===== src/sv/arrs_pkg.sv =====
// Shared types and constants for the affinity round-robin scheduler.
`timescale 1ns / 1ps
`default_nettype none

package arrs_pkg;

  // Input word kinds
  localparam logic KIND_SUBMIT = 1'b0;
  localparam logic KIND_TICK   = 1'b1;

  // Result status codes
  localparam logic [1:0] ST_TICK    = 2'd0;
  localparam logic [1:0] ST_ACCEPT  = 2'd1;
  localparam logic [1:0] ST_FULL    = 2'd2;
  localparam logic [1:0] ST_BAD_AFF = 2'd3;

  // Configuration register indexes
  localparam logic [2:0] REG_CPU_COUNT = 3'd0;
  localparam logic [2:0] REG_QUANTUM_0 = 3'd1;
  localparam logic [2:0] REG_QUANTUM_1 = 3'd2;
  localparam logic [2:0] REG_QUANTUM_2 = 3'd3;
  localparam logic [2:0] REG_QUANTUM_3 = 3'd4;

  // Reset values
  localparam logic [2:0]  CPU_COUNT_RESET = 3'd4;
  localparam logic [15:0] QUANTUM_RESET   = 16'd4;
  localparam logic [15:0] SLICE_RESET     = 16'd4;
  localparam logic [15:0] TIME_RESET      = 16'd1;

  typedef struct packed {
    logic        kind;
    logic [7:0]  job_id;
    logic [15:0] arrival_time;
    logic [15:0] duration;
    logic [1:0]  affinity;
  } in_word_t;

  typedef struct packed {
    logic [1:0]  status;
    logic [1:0]  cpu_index;
    logic        running;
    logic [7:0]  run_job;
    logic        finished;
    logic [15:0] tick_time;
    logic        all_done;
    logic        last;
  } out_word_t;

  // Pending list entry
  typedef struct packed {
    logic [7:0]  job_id;
    logic [15:0] arrival_time;
    logic [15:0] duration;
    logic [1:0]  affinity;
  } pend_t;

  // Run queue entry
  typedef struct packed {
    logic [7:0]  job_id;
    logic [15:0] left;
  } qent_t;

  typedef struct packed {
    logic take;
    logic scan_start;
    logic submit;
    logic scan_step;
    logic scan_fin;
    logic run_wb;
    logic emit_sub;
    logic emit_tick;
    logic tick_end;
  } dp_cmd_t;

  typedef struct packed {
    logic scan_busy;
    logic run_last;
    logic emit_last;
    logic out_free;
  } dp_sts_t;

endpackage

`default_nettype wire


===== src/sv/arrs_ram.sv =====
// Generic single-write, single-read RAM with registered read data.
`timescale 1ns / 1ps
`default_nettype none

module arrs_ram #(
  parameter int WIDTH = 8,
  parameter int DEPTH = 16,
  localparam int AW = (DEPTH > 1) ? $clog2(DEPTH) : 1
) (
  input  wire logic             clk,
  input  wire logic             we,
  input  wire logic [AW-1:0]    waddr,
  input  wire logic [WIDTH-1:0] wdata,
  input  wire logic [AW-1:0]    raddr,
  output logic      [WIDTH-1:0] rdata
);

  logic [WIDTH-1:0] mem [DEPTH];
  logic [WIDTH-1:0] rdata_r;

  always_ff @(posedge clk) begin
    if (we) begin
      mem[waddr] <= wdata;
    end
    rdata_r <= mem[raddr];
  end

  assign rdata = rdata_r;

endmodule

`default_nettype wire


===== src/sv/arrs_ctrl.sv =====
// Sequencer for submit and tick handling.
`timescale 1ns / 1ps
`default_nettype none

module arrs_ctrl import arrs_pkg::*; (
  input  wire logic    clk,
  input  wire logic    rst_n,
  input  wire logic    in_valid,
  input  wire logic    in_kind,
  output logic         in_ready,
  input  wire dp_sts_t sts,
  output dp_cmd_t      cmd
);

  typedef enum logic [2:0] {
    S_IDLE,
    S_SUB,
    S_SUB_OUT,
    S_SCAN,
    S_RUN_RD,
    S_RUN_WB,
    S_EMIT
  } state_t;

  state_t state_r, state_nxt;

  always_ff @(posedge clk) begin
    if (!rst_n) begin
      state_r <= S_IDLE;
    end else begin
      state_r <= state_nxt;
    end
  end

  always_comb begin
    cmd       = '0;
    state_nxt = state_r;
    in_ready  = (state_r == S_IDLE);
    case (state_r)
      S_IDLE: begin
        if (in_valid) begin
          cmd.take = 1'b1;
          if (in_kind == KIND_TICK) begin
            cmd.scan_start = 1'b1;
            state_nxt      = S_SCAN;
          end else begin
            state_nxt = S_SUB;
          end
        end
      end
      S_SUB: begin
        cmd.submit = 1'b1;
        state_nxt  = S_SUB_OUT;
      end
      S_SUB_OUT: begin
        if (sts.out_free) begin
          cmd.emit_sub = 1'b1;
          state_nxt    = S_IDLE;
        end
      end
      S_SCAN: begin
        if (sts.scan_busy) begin
          cmd.scan_step = 1'b1;
        end else begin
          cmd.scan_fin = 1'b1;
          state_nxt    = S_RUN_RD;
        end
      end
      // queue head read is in flight
      S_RUN_RD: begin
        state_nxt = S_RUN_WB;
      end
      S_RUN_WB: begin
        cmd.run_wb = 1'b1;
        state_nxt  = sts.run_last ? S_EMIT : S_RUN_RD;
      end
      S_EMIT: begin
        if (sts.out_free) begin
          cmd.emit_tick = 1'b1;
          if (sts.emit_last) begin
            cmd.tick_end = 1'b1;
            state_nxt    = S_IDLE;
          end
        end
      end
      default: begin
        state_nxt = S_IDLE;
      end
    endcase
  end

endmodule

`default_nettype wire


===== src/sv/arrs_dp.sv =====
// Datapath: config registers, pending list, per-CPU run queues, result register.
`timescale 1ns / 1ps
`default_nettype none

module arrs_dp import arrs_pkg::*; #(
  parameter int NUM_CPUS = 4,
  parameter int MAX_JOBS = 16
) (
  input  wire logic        clk,
  input  wire logic        rst_n,
  input  wire dp_cmd_t     cmd,
  output dp_sts_t          sts,
  input  wire in_word_t    in_data,
  input  wire logic        cfg_valid,
  input  wire logic [2:0]  cfg_index,
  input  wire logic [15:0] cfg_data,
  input  wire logic        out_ready,
  output logic             out_valid,
  output out_word_t        out_data
);

  localparam int CPU_SLOTS = (NUM_CPUS < 4) ? NUM_CPUS : 4;
  localparam int CIW       = (CPU_SLOTS > 1) ? $clog2(CPU_SLOTS) : 1;
  localparam int SW        = $clog2(MAX_JOBS);
  localparam int CW        = $clog2(MAX_JOBS + 1);
  localparam int QDEPTH    = CPU_SLOTS * (1 << SW);
  localparam int QAW       = (QDEPTH > 1) ? $clog2(QDEPTH) : 1;
  localparam int PW        = $bits(pend_t);
  localparam int QW        = $bits(qent_t);

  function automatic logic [SW-1:0] slot_wrap(input logic [SW-1:0] h,
                                              input logic [CW-1:0] off);
    logic [CW:0] s;
    s = {{(CW + 1 - SW){1'b0}}, h} + {1'b0, off};
    if (s >= (CW + 1)'(MAX_JOBS)) s = s - (CW + 1)'(MAX_JOBS);
    return s[SW-1:0];
  endfunction

  function automatic logic [QAW-1:0] qaddr(input logic [CIW-1:0] cpu,
                                           input logic [SW-1:0] slot);
    logic [SW+1:0] full;
    full = {2'(cpu), slot};
    return full[QAW-1:0];
  endfunction

  in_word_t      item_r;
  logic [2:0]    cpu_count_r;
  logic [15:0]   quantum_r [4];
  logic [15:0]   time_r;
  logic [CW-1:0] job_total_r;
  logic [CW-1:0] pcnt_r;
  logic [CW-1:0] rd_idx_r;
  logic [CW-1:0] k_r;
  logic          eval_v_r;
  logic [SW-1:0] qhead_r [CPU_SLOTS];
  logic [CW-1:0] qcnt_r  [CPU_SLOTS];
  logic [15:0]   slice_r [CPU_SLOTS];
  logic [CIW-1:0] c_r;
  logic [CIW-1:0] e_r;
  logic          rep_run_r [CPU_SLOTS];
  logic [7:0]    rep_job_r [CPU_SLOTS];
  logic          rep_fin_r [CPU_SLOTS];
  logic [1:0]    sub_status_r;
  logic          out_valid_r;
  out_word_t     out_data_r;

  logic [2:0]    n_act;
  logic [2:0]    n_last;

  // memory ports
  logic            pend_we;
  logic [SW-1:0]   pend_waddr;
  pend_t           pend_wdata;
  logic [PW-1:0]   pend_rdata;
  logic            q_we;
  logic [QAW-1:0]  q_waddr;
  qent_t           q_wdata;
  logic [QW-1:0]   q_rdata;

  // scan eval
  pend_t           pe;
  logic            pe_match;
  logic [CIW-1:0]  pe_cpu;

  // run step
  qent_t           qe;
  logic [CW-1:0]   cur_cnt;
  logic [SW-1:0]   cur_head;
  logic [15:0]     cur_sl;
  logic [15:0]     left_nxt;
  logic [15:0]     sl_dec;
  logic            has_job;
  logic            fin_c;
  logic            rot_c;
  logic [SW-1:0]   head_nxt;
  logic [SW-1:0]   tail_slot;
  logic [15:0]     eff_q;
  logic [1:0]      sub_status_nxt;

  always_comb begin
    if (cpu_count_r == 3'd0) begin
      n_act = 3'd1;
    end else if (cpu_count_r > 3'(CPU_SLOTS)) begin
      n_act = 3'(CPU_SLOTS);
    end else begin
      n_act = cpu_count_r;
    end
  end
  assign n_last = n_act - 3'd1;

  assign pe       = pend_t'(pend_rdata);
  assign pe_match = (pe.arrival_time == time_r);
  assign pe_cpu   = pe.affinity[CIW-1:0];

  assign qe        = qent_t'(q_rdata);
  assign cur_cnt   = qcnt_r[c_r];
  assign cur_head  = qhead_r[c_r];
  assign cur_sl    = slice_r[c_r];
  assign left_nxt  = (qe.left != 16'd0) ? qe.left - 16'd1 : 16'd0;
  assign sl_dec    = (cur_sl != 16'd0) ? cur_sl - 16'd1 : 16'd0;
  assign has_job   = (cur_cnt != '0);
  assign fin_c     = has_job && (left_nxt == 16'd0);
  assign rot_c     = has_job && !fin_c && (sl_dec == 16'd0);
  assign head_nxt  = slot_wrap(cur_head, CW'(1));
  assign tail_slot = slot_wrap(cur_head, cur_cnt);
  assign eff_q     = (quantum_r[2'(c_r)] == 16'd0) ? 16'd1 : quantum_r[2'(c_r)];

  always_comb begin
    if ({1'b0, item_r.affinity} >= n_act) begin
      sub_status_nxt = ST_BAD_AFF;
    end else if (job_total_r >= CW'(MAX_JOBS)) begin
      sub_status_nxt = ST_FULL;
    end else begin
      sub_status_nxt = ST_ACCEPT;
    end
  end

  always_comb begin
    pend_we    = 1'b0;
    pend_waddr = k_r[SW-1:0];
    pend_wdata = pe;
    if (cmd.submit) begin
      pend_we    = (sub_status_nxt == ST_ACCEPT);
      pend_waddr = pcnt_r[SW-1:0];
      pend_wdata = '{job_id: item_r.job_id, arrival_time: item_r.arrival_time,
                     duration: item_r.duration, affinity: item_r.affinity};
    end else if (cmd.scan_step && eval_v_r && !pe_match) begin
      pend_we = 1'b1;
    end
  end

  always_comb begin
    q_we    = 1'b0;
    q_waddr = qaddr(pe_cpu, slot_wrap(qhead_r[pe_cpu], qcnt_r[pe_cpu]));
    q_wdata = '{job_id: pe.job_id, left: pe.duration};
    if (cmd.scan_step && eval_v_r && pe_match) begin
      q_we = 1'b1;
    end else if (cmd.run_wb && has_job && !fin_c) begin
      q_we    = 1'b1;
      q_waddr = qaddr(c_r, rot_c ? tail_slot : cur_head);
      q_wdata = '{job_id: qe.job_id, left: left_nxt};
    end
  end

  arrs_ram #(.WIDTH(PW), .DEPTH(MAX_JOBS)) u_pend_ram (
    .clk   (clk),
    .we    (pend_we),
    .waddr (pend_waddr),
    .wdata (pend_wdata),
    .raddr (rd_idx_r[SW-1:0]),
    .rdata (pend_rdata)
  );

  arrs_ram #(.WIDTH(QW), .DEPTH(QDEPTH)) u_queue_ram (
    .clk   (clk),
    .we    (q_we),
    .waddr (q_waddr),
    .wdata (q_wdata),
    .raddr (qaddr(c_r, cur_head)),
    .rdata (q_rdata)
  );

  always_ff @(posedge clk) begin
    if (!rst_n) begin
      cpu_count_r <= CPU_COUNT_RESET;
      for (int i = 0; i < 4; i++) quantum_r[i] <= QUANTUM_RESET;
      time_r      <= TIME_RESET;
      job_total_r <= '0;
      pcnt_r      <= '0;
      rd_idx_r    <= '0;
      k_r         <= '0;
      eval_v_r    <= 1'b0;
      c_r         <= '0;
      e_r         <= '0;
      out_valid_r <= 1'b0;
      for (int i = 0; i < CPU_SLOTS; i++) begin
        qhead_r[i] <= '0;
        qcnt_r[i]  <= '0;
        slice_r[i] <= SLICE_RESET;
      end
    end else begin
      if (cfg_valid) begin
        case (cfg_index)
          REG_CPU_COUNT: cpu_count_r  <= cfg_data[2:0];
          REG_QUANTUM_0: quantum_r[0] <= cfg_data;
          REG_QUANTUM_1: quantum_r[1] <= cfg_data;
          REG_QUANTUM_2: quantum_r[2] <= cfg_data;
          REG_QUANTUM_3: quantum_r[3] <= cfg_data;
          default: ;
        endcase
      end

      if (cmd.take) begin
        item_r <= in_data;
      end

      if (cmd.scan_start) begin
        rd_idx_r <= '0;
        k_r      <= '0;
        eval_v_r <= 1'b0;
        c_r      <= '0;
        e_r      <= '0;
      end

      if (cmd.submit) begin
        sub_status_r <= sub_status_nxt;
        if (sub_status_nxt == ST_ACCEPT) begin
          pcnt_r      <= pcnt_r + CW'(1);
          job_total_r <= job_total_r + CW'(1);
        end
      end

      // read of entry i overlaps the evaluation of entry i-1
      if (cmd.scan_step) begin
        eval_v_r <= (rd_idx_r < pcnt_r);
        if (rd_idx_r < pcnt_r) rd_idx_r <= rd_idx_r + CW'(1);
        if (eval_v_r) begin
          if (pe_match) begin
            qcnt_r[pe_cpu] <= qcnt_r[pe_cpu] + CW'(1);
          end else begin
            k_r <= k_r + CW'(1);
          end
        end
      end

      if (cmd.scan_fin) begin
        pcnt_r <= k_r;
      end

      if (cmd.run_wb) begin
        rep_run_r[c_r] <= has_job;
        rep_job_r[c_r] <= has_job ? qe.job_id : 8'd0;
        rep_fin_r[c_r] <= fin_c;
        if (has_job) begin
          if (fin_c) begin
            qhead_r[c_r] <= head_nxt;
            qcnt_r[c_r]  <= cur_cnt - CW'(1);
            slice_r[c_r] <= eff_q;
            if (job_total_r != '0) job_total_r <= job_total_r - CW'(1);
          end else if (rot_c) begin
            qhead_r[c_r] <= head_nxt;
            slice_r[c_r] <= eff_q;
          end else begin
            slice_r[c_r] <= sl_dec;
          end
        end
        c_r <= c_r + CIW'(1);
      end

      if (cmd.emit_sub) begin
        out_data_r <= '{status: sub_status_r, cpu_index: 2'd0, running: 1'b0,
                        run_job: 8'd0, finished: 1'b0, tick_time: time_r,
                        all_done: (job_total_r == '0), last: 1'b1};
      end else if (cmd.emit_tick) begin
        out_data_r <= '{status: ST_TICK, cpu_index: 2'(e_r), running: rep_run_r[e_r],
                        run_job: rep_job_r[e_r], finished: rep_fin_r[e_r],
                        tick_time: time_r, all_done: (job_total_r == '0),
                        last: sts.emit_last};
        e_r <= e_r + CIW'(1);
      end

      if (cmd.emit_sub || cmd.emit_tick) begin
        out_valid_r <= 1'b1;
      end else if (out_ready) begin
        out_valid_r <= 1'b0;
      end

      if (cmd.tick_end) begin
        time_r <= time_r + 16'd1;
      end
    end
  end

  assign sts.scan_busy = (rd_idx_r < pcnt_r) || eval_v_r;
  assign sts.run_last  = (3'(c_r) == n_last);
  assign sts.emit_last = (3'(e_r) == n_last);
  assign sts.out_free  = !out_valid_r || out_ready;

  assign out_valid = out_valid_r;
  assign out_data  = out_data_r;

endmodule

`default_nettype wire


===== src/sv/affinity_round_robin_scheduler_unit.sv =====
// Affinity round-robin scheduler: one run queue and time slice per CPU.
//
// Input words (in_valid/in_ready) either submit a job to the pending list or
// advance time by one tick. A submit gives one result word with its status.
// A tick moves arriving jobs to their CPU queues, runs each active CPU's head
// job for one unit, then gives one report word per active CPU in CPU order;
// the final word of each input carries last.
// Config writes (cfg_valid/cfg_ready, always ready) set the CPU count and
// the per-CPU time slices; write them only while the block is idle.
// Flow: one input word at a time. A submit writes the pending list, then
// loads the result register. A tick scans the pending entries (one per
// cycle via the pending RAM read port), reads and writes back each active
// CPU's queue head, then gives one report word per cycle while not stalled.
// A stalled out_ready holds the result register and the sequencer waits;
// a new input word is taken while the last result is still held.
// Reset (rst_n, synchronous) empties the pending list and queues, sets time
// to one and restores the config reset values; no clearing pass is needed.
`timescale 1ns / 1ps
`default_nettype none

module affinity_round_robin_scheduler_unit import arrs_pkg::*; #(
  parameter int NUM_CPUS = 4,
  parameter int MAX_JOBS = 16
) (
  input  wire logic        clk,
  input  wire logic        rst_n,
  input  wire logic        in_valid,
  output logic             in_ready,
  input  wire in_word_t    in_data,
  output logic             out_valid,
  input  wire logic        out_ready,
  output out_word_t        out_data,
  input  wire logic        cfg_valid,
  output logic             cfg_ready,
  input  wire logic [2:0]  cfg_index,
  input  wire logic [15:0] cfg_data
);

  dp_cmd_t cmd;
  dp_sts_t sts;

  assign cfg_ready = 1'b1;

  arrs_ctrl u_ctrl (
    .clk      (clk),
    .rst_n    (rst_n),
    .in_valid (in_valid),
    .in_kind  (in_data.kind),
    .in_ready (in_ready),
    .sts      (sts),
    .cmd      (cmd)
  );

  arrs_dp #(.NUM_CPUS(NUM_CPUS), .MAX_JOBS(MAX_JOBS)) u_dp (
    .clk       (clk),
    .rst_n     (rst_n),
    .cmd       (cmd),
    .sts       (sts),
    .in_data   (in_data),
    .cfg_valid (cfg_valid),
    .cfg_index (cfg_index),
    .cfg_data  (cfg_data),
    .out_ready (out_ready),
    .out_valid (out_valid),
    .out_data  (out_data)
  );

  // one word in flight: no new word right after one is taken
  a_one_at_a_time: assert property (@(posedge clk) disable iff (!rst_n)
    in_valid && in_ready |=> !in_ready)
    else $error("input taken while previous word still in work");

  // a submit result is always the only result of its word
  a_submit_last: assert property (@(posedge clk) disable iff (!rst_n)
    out_valid && out_data.status != ST_TICK |-> out_data.last)
    else $error("submit result without last");

  // with nothing left, a job that ran must have finished
  a_done_consistent: assert property (@(posedge clk) disable iff (!rst_n)
    out_valid && out_data.status == ST_TICK && out_data.all_done
      |-> !out_data.running || out_data.finished)
    else $error("all_done while a job is still queued");

endmodule

`default_nettype wire

===== config.mk =====
export PLATFORM = sky130hd
export DESIGN_NAME = affinity_round_robin_scheduler_unit
export DESIGN_NICKNAME = d
export VERILOG_FILES = /design/src/sv/arrs_pkg.sv /design/src/sv/arrs_ram.sv /design/src/sv/arrs_ctrl.sv /design/src/sv/arrs_dp.sv /design/src/sv/affinity_round_robin_scheduler_unit.sv
export SDC_FILE = /design/constraint.sdc
export NUM_CORES = 2
export LEC_CHECK = 0
export ABC_AREA = 0
export BUFFER_PORTS_ARGS = -buffer_cell sky130_fd_sc_hd__buf_2
export CAP_MARGIN = 5
export CORE_ASPECT_RATIO = 0.6
export CORE_MARGIN = 8
export CORE_UTILIZATION = 40
export CTS_CLUSTER_SIZE = 30
export DETAILED_ROUTE_END_ITERATION = 8
export PLACE_DENSITY = 0.55
export SYNTH_ARGS = -nofsm -noshare
export SYNTH_HDL_FRONTEND = slang
export SYNTH_HIERARCHICAL = 1
export SYNTH_SLANG_ARGS = --single-unit

===== constraint.sdc =====
create_clock -name clk -period 7.3 [get_ports clk]
set_input_delay 0.365 -clock clk [delete_from_list [all_inputs] [get_ports clk]]
set_output_delay 0.365 -clock clk [all_outputs]
set_load 0.01 [all_outputs]

==> impl_metrics.toml <==
[outcome]
outcome = "complete, but fails checks"
failed_checks = "slew limit"

[route]
num_vias = 52400
detail_route.iter0.violations = 6525
wl_um = 280000
drc = 0
first_pass_iters = 6
ant_nets = 0
vias_per_cell = 5.79
wl_per_cell_um = 30.9

[timing]
finClkSkew_ps = 95.1
worst_pin_slew_ps = 1590
relSlewSlack = -0.0622
post-route-min-period_ps = 6590
drv_slew = 1
fin_tns_setup_ps = 0
max_freq_mhz = 152
fin_crit_sh = 0.903
rsz0062_at_grt = "no"
setup_viol = 0
hold_viol = 0

[min_path]
holdCritPathClass = "input port to flop"

[synth]
synth.largest_area_cell = "edfxtp_1"
synth_compound_area_frac = 0.0330
seq_area_frac_synth = 0.752
synth_ff_type = "edfxtp_1"
muxShareOfSynthArea = 0.151
ys_ff_latch = 2604
synth_top_family_by_area = "multiplexers"
yosysUniqueCellTypes = 85
synth_cells = 5069
async_flop_share = 0
ys_top_cells_by_count = "edfxtp_1, mux4_2, nand2_1"
synthAdderAreaFrac = 0.00381
ys.warnings.count = 6
yosysMostFrequentCell = "edfxtp_1"
synth.avg_cell_area_um2 = 20.2
synth.top_cell.area_share = 0.730
synth-edff-count = 2488
synth.area.top_cells = "edfxtp_1, mux4_2, dfxtp_1, mux2_2, mux2i_1"
synth_xor_area_frac = 0.00616
synth_fp_nets = 5166
yosys.area_share.simple = 0.0385
syn_area_um2 = 102000

[critical_path]
start_kind = "flop"
crit_type = "flop to flop"
crit_path_max_incr_delay_ps = 840
endpoint_kind = "flop"
path_common_cell = "buf_4"
slowest_stage = "dfxtp_2"
path_max_fanout = 24
path_cells = "buf_4 -> mux4_2 -> inv_1 -> ha_1 -> nor3b_1 -> nor2b_1 -> inv_1 -> o31a_1 -> and4_1 -> nand4b_1 -> nand3_1 -> nand4_1 -> buf_4 -> nor2_2 -> buf_4"
cp.arrival_ps = 7090
worstPathRequired_ps = 7800

[floorplanning]
dieWidth_um = 669
dieArea_um2 = 273000
io_pins = 102
die_h_um = 408
core_um2 = 256000
std_cell_rows = 144
start_util = 0.400

[grt]
antenna_found_initial = 11
grt_start_max_net_pins = 139
grt-ovfl-total = 0
grt_pass1_wl_um = 393000
grt_pass1_vias = 51000
grt_use_total = 0.200

[clocking]
cts_max_path_buffers = 4
cts-root-buf = "clkbuf_16"
clkTransAtPathRegs_ps = 60
postCtsResizedCells = 0
cts_tree = "done"
clkSinkCount = 2604
insertion_delay_ps = 910
htreeDepth = 4
cts_buffers = 236

[power]
p_per_area_nw_per_um2 = 258
seqPwrFrac = 0.557
p_comb_frac = 0.046
p_sw_w = 0.00647
p_leak_nw = 36.1
p_sw_frac = 0.216
power_w = 0.0300
ir_drop_mv = 0.236
power.internal_w = 0.0235
clkPwrFrac = 0.397

[cells_and_area]
synthToLayoutAreaGrowth_pct = 13.3
fill_cells = 21400
final_layout_size_suffix_gt1_frac = 0.261
final_nets = 5512

[place]
place_hpwl_um = 170000
gp_congestion = 0.910
io_buffer_count = 100

[flow_run]
cap_violations = 0
==> cells by family after synthesis <==
family / Yosys count
flip-flops: 2604
buffers and inverters: 308
AO/OA/AOI/OAI: 497
adder cells (fa/ha/maj): 30
XOR/XNOR: 72
other: 1
multiplexers: 800
AND/OR/NAND/NOR: 757
==> power by group through the flow <==
| stage | combinational, W | clock, W | sequential [W] |
|---|---|---|---|
| after floorplan | 0.000745 | 0 | 0.0170 |
| after global placement | 0.00132 | 0 | 0.0170 |
| after detailed placement | 0.00135 | 0 | 0.0170 |
| after CTS | 0.00138 | 0.0122 | 0.0167 |
| after global routing | 0.00147 | 0.0127 | 0.0167 |
| final | 0.00138 | 0.0119 | 0.0167 |
==> cell usage in the layout (no fill, tap or decap), types with 64 or more instances in the layout <==
cell type and n:
edfxtp_1 2488, mux4_2 578, clkbuf_16 239, buf_4 194
nand2_1 177, a22oi_1 113, mux2i_1 111, dfxtp_1 110
a21oi_1 108, mux2_2 106, buf_2 100, nor2_1 84
and2_1 80, clkbuf_1 77, dlygate4sd3_1 71, nor2_2 64
==> repair_timing <==
action,4_1_cts,5_1_grt
hold buffers,71,0
endpoints found under the hold margin,113,0
setup buffers,0,0
==> critical path, delay by kind of cell (launching register included) <==
family                   cells  cell delay [ps]
multiplexers                 1              560
AND/OR/NAND/NOR              7             2590
AO/OA/AOI/OAI                1              380
flip-flops                   1              840
adder cells (fa/ha/maj)      1              200
buffers and inverters        5             1590
==> registers in the layout, summed over array words and instances (netlist names), 16 cells and up, named ones only <==
signal and flops:
u_dp/u_queue_ram/mem 1536, u_dp/u_pend_ram/mem 672, u_dp/quantum_r 64, u_dp/slice_r 64
u_dp/item_r 42, u_dp/u_pend_ram/rdata 42, u_dp/out_data 32, u_dp/rep_job_r 32
u_dp/u_queue_ram/rdata 24, u_dp/qcnt_r 20, u_dp/qhead_r 16, u_dp/time_r 16
==> routing by layer <==
metal	part of all wire	track usage
met1	0.46	0.319
met2	0.40	0.264
met3	0.12	0.0699
met4	0.017	0.0349
met5	0.0010	0
==> path summary, 6_finish.rpt <==
path,startpoint,end,slack [ps],cells past startpoint
max,flop,u_dp/u_queue_ram/mem[7][7],710,15
min,cfg_index[1],u_dp/quantum_r[2][2],120,3
min reg2reg,u_dp/rd_idx_r[4],u_dp/rd_idx_r[4],520,2
max reg2reg,flop,u_dp/u_queue_ram/mem[7][7],710,15
==> per-stage QoR <==
| stage | cells | utilization | instance area (µm²) | worst slack [ps] | hold slack (ps) |
|---|---|---|---|---|---|
| 6_report | 9041 | 0.454 | 116000 | 708 | 123 |
| 2_1_floorplan | 5069 | - | 102000 | 1120 | 464 |
| 3_5_place_dp | 8536 | 0.423 | 108000 | 940 | 511 |
| 3_3_place_gp | 8536 | 0.423 | 108000 | 979 | 491 |
| 4_1_cts | 9034 | 0.454 | 116000 | 885 | 50.5 |
| 5_1_grt | 9035 | 0.454 | 116000 | 361 | 119 |
==> cell type report <==
class                           count  area, µm²  area share
Clock inverter                     98        749     0.00646
Antenna cell                        6       15.0    0.000129
Inverter                           37        139     0.00120
Tap cell                         3431       4290      0.0370
Clock buffer                      329       6450      0.0556
Timing Repair Buffer              379       2950      0.0254
Sequential cell                  2604      77000       0.664
Multi-Input combinational cell   2157      24400       0.210
No activity file was read; power rests on OpenSTA's default activity.
